### config.mk
export PLATFORM = sky130hd
export DESIGN_NAME = nfha_ctrl
export DESIGN_NICKNAME = d
export VERILOG_FILES = /design/src/rtl/nfha_pkg.sv /design/src/rtl/nfha_ctrl.sv
export SDC_FILE = /design/constraint.sdc
export NUM_CORES = 1
export LEC_CHECK = 0
export BUFFER_PORTS_ARGS = -buffer_cell sky130_fd_sc_hd__buf_2
export CORE_MARGIN = 2
export CORE_UTILIZATION = 35
export CTS_CLUSTER_DIAMETER = 200
export DETAILED_ROUTE_END_ITERATION = 6
export GPL_TIMING_DRIVEN = 0
export SLEW_MARGIN = 10
export SYNTH_ARGS = -nofsm -noshare
export SYNTH_HDL_FRONTEND = slang
export SYNTH_SLANG_ARGS = --single-unit
### constraint.sdc
create_clock -name clock -period 2.9 [get_ports clock]
set_input_delay 0.29 -clock clock [delete_from_list [all_inputs] [get_ports clock]]
set_output_delay 0.29 -clock clock [all_outputs]
set_load 0.02 [all_outputs]
### src/rtl/nfha_pkg.sv
// Shared types and constants for the next-fit heap allocator.
// Used by the remainder unit, datapath, controller and top level.
package nfha_pkg;

   localparam int HEAP_BYTES    = 65536;
   localparam int HEADER_BYTES  = 32;
   localparam int GRANULE_BYTES = 16;
   localparam int SLOTS         = HEAP_BYTES / GRANULE_BYTES;
   localparam int IDX_W         = $clog2(SLOTS);
   localparam int GRAN_SH       = $clog2(GRANULE_BYTES);
   localparam int SIZE_W        = 16;
   localparam int CAP_W         = 17;
   localparam int ALIGN_W       = 14;
   localparam int END_W         = 18;
   localparam int DIV_STEPS     = 17;
   localparam int DIV_CNT_W     = $clog2(DIV_STEPS + 1);
   localparam int MIN_CAP       = HEADER_BYTES + GRANULE_BYTES;

   typedef enum logic [1:0] {
      REQ_ALLOC = 2'd0,
      REQ_FREE  = 2'd1,
      REQ_FLUSH = 2'd2,
      REQ_NOP   = 2'd3
   } req_kind_type;

   typedef enum logic [1:0] {
      ST_OK      = 2'd0,
      ST_NO_FREE = 2'd1,
      ST_NO_FIT  = 2'd2
   } rsp_code_type;

   typedef enum logic [4:0] {
      OP_NONE, OP_ACCEPT, OP_FORMAT, OP_MOD_SIZE, OP_SET_S, OP_READ_FIT,
      OP_MOD_FIT, OP_SPLIT_PAD, OP_ADVANCE, OP_SPLIT_TRIM, OP_SPLIT1,
      OP_SPLIT2, OP_SPLIT3, OP_MARK_USED, OP_READ_NF, OP_NF_ADV,
      OP_CURSOR_SET, OP_CURSOR_CLR, OP_FR_INIT, OP_READ_S, OP_FR_ADV,
      OP_FR_CLR, OP_READ_NEXT, OP_READ_PREV, OP_MERGE_INIT_S,
      OP_MERGE_INIT_P, OP_READ_MB, OP_MERGE_NX, OP_MERGE_WR, OP_MERGE_PREV
   } op_type;

   typedef struct packed {
      op_type       op;
      logic         cap_load;
      logic         emit;
      rsp_code_type code;
      logic         with_offset;
   } cmd_type;

   typedef struct packed {
      logic cvalid;
      logic div_busy;
      logic rem_zero;
      logic pad_fits;
      logic fit_ok;
      logic adv_wrap;
      logic fsz_big;
      logic q_used;
      logic q_has_next;
      logic nf_wrap;
      logic fo_bad;
      logic s_lt;
      logic s_eq;
      logic s_zero;
   } sts_type;

endpackage

### src/rtl/nfha_ctrl.sv
// Controller: sequences allocate, free and flush requests over the datapath.
// Depends on nfha_pkg; talks to nfha_datapath through cmd_type and sts_type.
module nfha_ctrl (
   input  logic                clock,
   input  logic                reset,
   input  logic                start,
   input  logic [1:0]          req_type,
   input  logic                csr_valid,
   input  nfha_pkg::sts_type   sts,
   output logic                busy,
   output logic                csr_ready,
   output nfha_pkg::cmd_type   cmd
);
   import nfha_pkg::*;

   typedef enum logic [26:0] {
      S_FMT     = 27'd1 << 0,
      S_IDLE    = 27'd1 << 1,
      S_FLUSH   = 27'd1 << 2,
      S_DONE    = 27'd1 << 3,
      S_A_CHK   = 27'd1 << 4,
      S_A_MODW  = 27'd1 << 5,
      S_A_RD    = 27'd1 << 6,
      S_A_FIT   = 27'd1 << 7,
      S_A_MODF  = 27'd1 << 8,
      S_FOUND   = 27'd1 << 9,
      S_SP1     = 27'd1 << 10,
      S_SP2     = 27'd1 << 11,
      S_SP3     = 27'd1 << 12,
      S_MARK    = 27'd1 << 13,
      S_NF_RD   = 27'd1 << 14,
      S_NF_STEP = 27'd1 << 15,
      S_F_CHK   = 27'd1 << 16,
      S_F_WALK  = 27'd1 << 17,
      S_F_NX    = 27'd1 << 18,
      S_F_CLR   = 27'd1 << 19,
      S_F_RS    = 27'd1 << 20,
      S_F_QS    = 27'd1 << 21,
      S_F_QN    = 27'd1 << 22,
      S_F_PREV  = 27'd1 << 23,
      S_F_QP    = 27'd1 << 24,
      S_F_QPP   = 27'd1 << 25,
      S_M_RB    = 27'd1 << 26
   } state_type;

   typedef enum logic [2:0] {
      M_QB = 3'b001,
      M_QN = 3'b010,
      M_PR = 3'b100
   } merge_type;

   state_type state_ff, state_in;
   merge_type mstep_ff, mstep_in;
   logic      in_merge_ff, in_merge_in;
   logic      ret_trim_ff, ret_trim_in;
   logic      ret_prev_ff, ret_prev_in;
   logic      first_ff, first_in;

   assign csr_ready = (state_ff == S_IDLE);
   assign busy      = (state_ff != S_IDLE) || csr_valid;

   always_ff @(posedge clock) begin
      if (reset) begin
         state_ff    <= S_FMT;
         mstep_ff    <= M_QB;
         in_merge_ff <= 1'b0;
         ret_trim_ff <= 1'b0;
         ret_prev_ff <= 1'b0;
         first_ff    <= 1'b0;
      end else begin
         state_ff    <= state_in;
         mstep_ff    <= mstep_in;
         in_merge_ff <= in_merge_in;
         ret_trim_ff <= ret_trim_in;
         ret_prev_ff <= ret_prev_in;
         first_ff    <= first_in;
      end
   end

   always_comb begin
      state_in        = state_ff;
      mstep_in        = mstep_ff;
      in_merge_in     = in_merge_ff;
      ret_trim_in     = ret_trim_ff;
      ret_prev_in     = ret_prev_ff;
      first_in        = first_ff;
      cmd.op          = OP_NONE;
      cmd.cap_load    = 1'b0;
      cmd.emit        = 1'b0;
      cmd.code        = ST_OK;
      cmd.with_offset = 1'b0;

      if (in_merge_ff) begin
         // merge the block in mb with its successor, then return
         unique case (mstep_ff)
            M_QB: begin
               if (sts.q_has_next) begin
                  cmd.op   = OP_MERGE_NX;
                  mstep_in = M_QN;
               end else begin
                  in_merge_in = 1'b0;
                  state_in    = ret_prev_ff ? S_DONE : S_F_PREV;
               end
            end
            M_QN: begin
               cmd.op   = OP_MERGE_WR;
               mstep_in = M_PR;
            end
            M_PR: begin
               cmd.op      = OP_MERGE_PREV;
               in_merge_in = 1'b0;
               state_in    = ret_prev_ff ? S_DONE : S_F_PREV;
            end
            default: begin
               in_merge_in = 1'b0;
            end
         endcase
      end else begin
         unique case (state_ff)
            S_FMT: begin
               cmd.op   = OP_FORMAT;
               state_in = S_IDLE;
            end
            S_IDLE: begin
               if (csr_valid) begin
                  cmd.cap_load = 1'b1;
                  state_in     = S_FMT;
               end else if (start) begin
                  cmd.op = OP_ACCEPT;
                  case (req_type)
                     REQ_ALLOC: state_in = S_A_CHK;
                     REQ_FREE:  state_in = S_F_CHK;
                     REQ_FLUSH: state_in = S_FLUSH;
                     default:   state_in = S_DONE;
                  endcase
               end
            end
            S_FLUSH: begin
               cmd.op   = OP_FORMAT;
               cmd.emit = 1'b1;
               state_in = S_IDLE;
            end
            S_DONE: begin
               cmd.emit = 1'b1;
               state_in = S_IDLE;
            end
            S_A_CHK: begin
               if (!sts.cvalid) begin
                  cmd.emit = 1'b1;
                  cmd.code = ST_NO_FREE;
                  state_in = S_IDLE;
               end else begin
                  cmd.op   = OP_MOD_SIZE;
                  state_in = S_A_MODW;
               end
            end
            S_A_MODW: begin
               if (!sts.div_busy) begin
                  cmd.op   = OP_SET_S;
                  state_in = S_A_RD;
               end
            end
            S_A_RD: begin
               cmd.op   = OP_READ_FIT;
               state_in = S_A_FIT;
            end
            S_A_FIT: begin
               if (sts.fit_ok) begin
                  cmd.op   = OP_MOD_FIT;
                  state_in = S_A_MODF;
               end else begin
                  cmd.op = OP_ADVANCE;
                  if (sts.adv_wrap) begin
                     cmd.emit = 1'b1;
                     cmd.code = ST_NO_FIT;
                     state_in = S_IDLE;
                  end else begin
                     state_in = S_A_RD;
                  end
               end
            end
            S_A_MODF: begin
               if (!sts.div_busy) begin
                  if (sts.rem_zero) begin
                     state_in = S_FOUND;
                  end else if (sts.pad_fits) begin
                     // carve an aligned block after a free pad
                     cmd.op      = OP_SPLIT_PAD;
                     ret_trim_in = 1'b0;
                     state_in    = S_SP1;
                  end else begin
                     cmd.op = OP_ADVANCE;
                     if (sts.adv_wrap) begin
                        cmd.emit = 1'b1;
                        cmd.code = ST_NO_FIT;
                        state_in = S_IDLE;
                     end else begin
                        state_in = S_A_RD;
                     end
                  end
               end
            end
            S_FOUND: begin
               if (sts.fsz_big) begin
                  cmd.op      = OP_SPLIT_TRIM;
                  ret_trim_in = 1'b1;
                  state_in    = S_SP1;
               end else begin
                  state_in = S_MARK;
               end
            end
            S_SP1: begin
               cmd.op   = OP_SPLIT1;
               state_in = S_SP2;
            end
            S_SP2: begin
               cmd.op   = OP_SPLIT2;
               state_in = S_SP3;
            end
            S_SP3: begin
               cmd.op   = OP_SPLIT3;
               state_in = ret_trim_ff ? S_MARK : S_FOUND;
            end
            S_MARK: begin
               cmd.op   = OP_MARK_USED;
               state_in = S_NF_RD;
            end
            S_NF_RD: begin
               cmd.op   = OP_READ_NF;
               first_in = 1'b1;
               state_in = S_NF_STEP;
            end
            S_NF_STEP: begin
               if (!first_ff && !sts.q_used) begin
                  cmd.op          = OP_CURSOR_SET;
                  cmd.emit        = 1'b1;
                  cmd.with_offset = 1'b1;
                  state_in        = S_IDLE;
               end else if (sts.nf_wrap) begin
                  cmd.op          = OP_CURSOR_CLR;
                  cmd.emit        = 1'b1;
                  cmd.with_offset = 1'b1;
                  state_in        = S_IDLE;
               end else begin
                  cmd.op   = OP_NF_ADV;
                  first_in = 1'b0;
               end
            end
            S_F_CHK: begin
               if (sts.fo_bad) begin
                  state_in = S_DONE;
               end else begin
                  cmd.op   = OP_FR_INIT;
                  state_in = S_F_WALK;
               end
            end
            S_F_WALK: begin
               if (sts.s_lt) begin
                  cmd.op   = OP_READ_S;
                  state_in = S_F_NX;
               end else if (sts.s_eq) begin
                  state_in = S_F_CLR;
               end else begin
                  state_in = S_DONE;
               end
            end
            S_F_NX: begin
               if (sts.q_has_next) begin
                  cmd.op   = OP_FR_ADV;
                  state_in = S_F_WALK;
               end else begin
                  state_in = S_DONE;
               end
            end
            S_F_CLR: begin
               cmd.op   = OP_FR_CLR;
               state_in = S_F_RS;
            end
            S_F_RS: begin
               cmd.op   = OP_READ_S;
               state_in = S_F_QS;
            end
            S_F_QS: begin
               if (sts.q_has_next) begin
                  cmd.op   = OP_READ_NEXT;
                  state_in = S_F_QN;
               end else begin
                  state_in = S_F_PREV;
               end
            end
            S_F_QN: begin
               if (!sts.q_used) begin
                  cmd.op      = OP_MERGE_INIT_S;
                  ret_prev_in = 1'b0;
                  state_in    = S_M_RB;
               end else begin
                  state_in = S_F_PREV;
               end
            end
            S_F_PREV: begin
               if (sts.s_zero) begin
                  state_in = S_DONE;
               end else begin
                  cmd.op   = OP_READ_S;
                  state_in = S_F_QP;
               end
            end
            S_F_QP: begin
               cmd.op   = OP_READ_PREV;
               state_in = S_F_QPP;
            end
            S_F_QPP: begin
               if (!sts.q_used) begin
                  cmd.op      = OP_MERGE_INIT_P;
                  ret_prev_in = 1'b1;
                  state_in    = S_M_RB;
               end else begin
                  state_in = S_DONE;
               end
            end
            S_M_RB: begin
               cmd.op      = OP_READ_MB;
               in_merge_in = 1'b1;
               mstep_in    = M_QB;
            end
            default: begin
               state_in = S_IDLE;
            end
         endcase
      end
   end

endmodule

== Word level (Yosys, flattened, before mapping) ==
Cells that the tools add are included.

* Logic and storage cells: 155
* Register bits after elaboration: 34
* Output and inout bits: 12

* Bitwise operators: 1
* Eq/ne operators: 50
* Reductions and logical operators: 16
* Multiplexer cells: 82

{| class="wikitable"
|+ Operator list
! operator !! count
|-
| $pmux W27 S24 || 1
|-
| $mux W27 || 13
|-
| $pmux W5 S25 || 1
|-
| $mux W5 || 12
|-
| $pmux W27 S2 || 1
|-
| $pmux W17 S3 || 1
|-
| $mux W24 || 2
|-
| $mux W20 || 2
|-
| $mux W18 || 2
|-
| $mux W3 || 10
|-
| $mux W14 || 2
|-
| $eq A27 B1 Y1 const B || 1
|-
| $eq A27 B10 Y1 const B || 1
|-
| $eq A27 B11 Y1 const B || 1
|-
| $eq A27 B12 Y1 const B || 1
|-
| $eq A27 B13 Y1 const B || 1
|-
| $eq A27 B14 Y1 const B || 1
|-
| $eq A27 B15 Y1 const B || 1
|-
| $eq A27 B16 Y1 const B || 1
|-
| $eq A27 B17 Y1 const B || 1
|-
| $eq A27 B18 Y1 const B || 1
|-
| $eq A27 B19 Y1 const B || 1
|-
| $eq A27 B2 Y1 const B || 1
|-
| $eq A27 B20 Y1 const B || 1
|-
| 47 further kinds || 89
|}

== Depth between registers and ports, before layout ==
* Depth after elaboration: 6
* Depth in mapped cells: 10
* Mapped depth without buffers: 7

== Worst setup path before layout ==
No wires, ideal clock.

* Kind: register to output
* Start: register state_ff[8]
* End: output port cmd[3] (netlist bit)
* Slack: 0.043 ns
* Required time: 2.610 ns
* Path buffers: 0
* Stages on the path, launching flop included: 7
* Arrival: 2.567 ns
* Path through: dfxtp_1 -> nor4_1 -> nand4_1 -> or4_1 -> nor3_1 -> o21ai_0 -> a21oi_1

{| class="wikitable"
|+ RTL lines
! item !! RTL line !! text
|-
| start: declaration || nfha_ctrl.sv:52 || <nowiki>state_type state_ff, state_in;</nowiki>
|-
| start signal: assignment || nfha_ctrl.sv:71 || <nowiki>state_ff <= state_in;</nowiki>
|-
| end: declaration || nfha_ctrl.sv:12 || <nowiki>output nfha_pkg::cmd_type cmd</nowiki>
|}

==> flow_summary.ini <==
[cells_and_area]
seq_area_um2 = 701
final_util_pct = 47.7
area_growth_syn_to_layout_pct = 33.8
final_cell_area_um2 = 3420
fin_cells = 495
final_layout_size_suffix_gt1_share_pct = 34.1
fin_nets = 416
fill_cells = 709
insertedDiodeCount = 0
multi_input_area_um2 = 2070

[synthesis]
synth_cell_types = 63
ys.flop_type = dfxtp_1
synth_edf_count = 0
ys_warn_count = 0
synth_top_cell_by_area = dfxtp_1
synth_seq_cells = 34
synthesis.nets = 363
syn_avg_cell_area_um2 = 7.45
synthTopCellsByArea = dfxtp_1 (27%), nand2_1 (6.2%), o21ai_0 (5.1%)
ys_async_sr_fraction_pct = 0
syn_area_um2 = 2550
ys_seq_area_share_pct = 26.6
synth.top_cell.area_share_pct = 26.6
syn_inst = 343

[setup_path]
crit_path_end_kind = output pin
required_ns = 2.61
worstSetupEndpoint = cmd[9]
path_cells = nor4_4 -> buf_4 -> nand2_2 -> or3_4 -> or3_4 -> nor2_4 -> nor4b_1 -> a21oi_1 -> buf_4
rrSetupSlack_ns = 0.04
critPathLaunchType = flip-flop
path_max_fanout = 5
timing.rr.end = state_ff[26]
max_stage_delay_ns = 0.39
slowest_stage = or3_4
rr_worst_depth = 10
crit_type = reg2out
critPathArrivalTime_ns = 2.64
r2r-start = state_ff[24]
worstSetupStartpoint = state_ff[8]

[timing]
rsz0062_at_grt = yes
maxSlewViolCount = 0
hold_viol = 0
fmax_mhz = 341
period_minus_slack_ns = 2.93
setup_tns_ns = -0.0559
worst_slack_ns = -0.0317
finClkSkew_ns = 0.00751
relSlewSlack_pct = 56.5
setup_viol = 2
tightest_slew_ns = 0.652
finalCritPeriodShare_pct = 101

[cts]
cts_tree = built
h-tree-depth = 2
insertion_delay_ns = 0.29
clock_path_buffers = 2
cts-root-buf = clkbuf_8
clk_pin_slew_ns = 0.07
cts_made_buffers = 5
clock-sinks = 34

[global_route]
gr-usage-all-layers_pct = 23.5
grt_first_pass_wirelength_mm = 14.1
antenna_found_initial = 0
grt_max_degree = 11
grt_pass1_vias = 2714
grt_overflow = 0

[power_and_ir_drop]
powerDensity_nw_per_um2 = 286
ir_worst_vdd_uv = 196
p_leak_nw = 1.28

[routing]
drcViolationCount = 0
vias = 2978
drt-pass1-iter-count = 6
vias_per_cell = 6.02
ant_nets = 0
wl_per_cell_um = 18.7
drt_iter0_markers = 329
finalWirelength_mm = 9.27

[placed_design]
routabilityCongestion = 0.970
placed_cell_area_um2 = 2830
hpwl_mm = 6.57
port_buffers = 30
placedCellCount = 472

[die]
core_um2 = 7180
die_area_um2 = 8000
die_h_um = 89.4
ios = 32
num_rows = 31
fp.dieW_um = 89.4
initial_utilization_pct = 35.6

[flow_run]
cap_violations = 0

[status]
failed_checks = negative setup slack
status = finished with violations

[worst_hold_path]
min_path_type = in2reg
hp-start = req_type[1]
## stage by stage
| stage | setup slack, ns | hold WS, ns | total power, W |
|---|---|---|---|
| after floorplan | 0.0426 | 0.414 | 0.000563 |
| after global placement | -0.571 | 0.475 | 0.000611 |
| after detailed placement | -0.621 | 0.479 | 0.000611 |
| after CTS | 0.00761 | 0.291 | 0.000966 |
| after global routing | -0.114 | 0.301 | 0.00102 |
| final | -0.0317 | 0.280 | 0.000979 |
## worst min path at each step
stage                     slack [ns]     endpoint  cells after the start
final                           0.28  state_ff[2]                      3
after global routing            0.30  state_ff[2]                      3
after CTS                       0.29  state_ff[2]                      3
after detailed placement        0.48  ret_prev_ff                      2
after global placement          0.48  ret_prev_ff                      2
after floorplan                 0.41  mstep_ff[0]                      2
## logic make-up (layout without fill, tap and decap cells)
kind of cell | count (synthesis) | in the layout | share of synthesized area [%]
buffers and inverters | 26 | 79 | 5.93
flip-flops | 34 | 34 | 26.6
AO/OA/AOI/OAI | 91 | 91 | 25.1
AND/OR/NAND/NOR | 181 | 181 | 38.4
XOR/XNOR | 7 | 7 | 2.40
multiplexers | 4 | 4 | 1.57
## state kept, by name (all words and copies together) (netlist names)
signal and count:
first_ff 1, ret_trim_ff 1, ret_prev_ff 1, state_ff 27, in_merge_ff 1, mstep_ff 3
## cells in the mapped netlist, drive strengths merged (7+ instances only)
| cell | instances |
|---|---|
| a21oi | 20 |
| buf | 10 |
| dfxtp | 34 |
| inv | 10 |
| nand2 | 42 |
| nand2b | 12 |
| nand3 | 11 |
| nor2 | 34 |
| nor3 | 15 |
| nor4 | 14 |
| nor4b | 10 |
| o21ai | 29 |
| or3 | 7 |
## report_power, final
group	total [W]	switching, W	internal [W]
Sequential	0.000474	0.00000574	0.000469
Combinational	0.000166	0.0000980	0.0000678
Clock	0.000339	0.000174	0.000165
## what timing repair did
| item | 4_1_cts | 5_1_grt |
|---|---|---|
| cloned | 0 | 1 |
| pin swaps | 13 | 21 |
| hold buffers | 0 | 0 |
| gates resized for setup | 56 | 38 |
| setup buffers | 9 | 7 |
| setup endpoints to repair | 38 | 31 |
## layout make-up
type,count,share of cell area [%]
timing repair buffer,47,8.85
sequential,34,20.5
multi-input combinational,283,60.5
inverter,10,1.10
tap,99,3.62
buffer,15,3.22
clock buffer,7,2.23
## worst max-delay path, delay by kind of cell (launching register included)
kind	cells	cell delay, ns
compound gates	1	0.19
buf+inv	2	0.37
simple gates	6	1.41
flops	1	0.37
## layer usage
metal	GRT usage, %	vias up	wire [um]
met2	35.6	160	4170
met4	8.68	0	297
met1	32.4	1393	3970
met5	0	-	0
li1	-	1392	-
met3	5.72	33	836
## placed cells by master (no fill, tap or decap), drive strengths merged, types with 3 or more instances in the layout
master,Yosys,routed
a21oi,20,20
a22o,5,5
a2bb2oi,5,5
buf,10,55
clkbuf,6,14
dfxtp,34,34
inv,10,10
mux2i,4,4
nand2,42,42
nand2b,12,12
nand3,11,11
nand3b,5,5
nand4,6,6
nor2,34,34
nor2b,3,3
nor3,15,15
nor3b,3,3
nor4,14,14
nor4b,10,10
o21a,3,3
o21ai,29,29
o31ai,5,5
or3,7,7
or4,6,6
xnor2,5,5
Note: power is estimated with default switching activity, not from simulation.
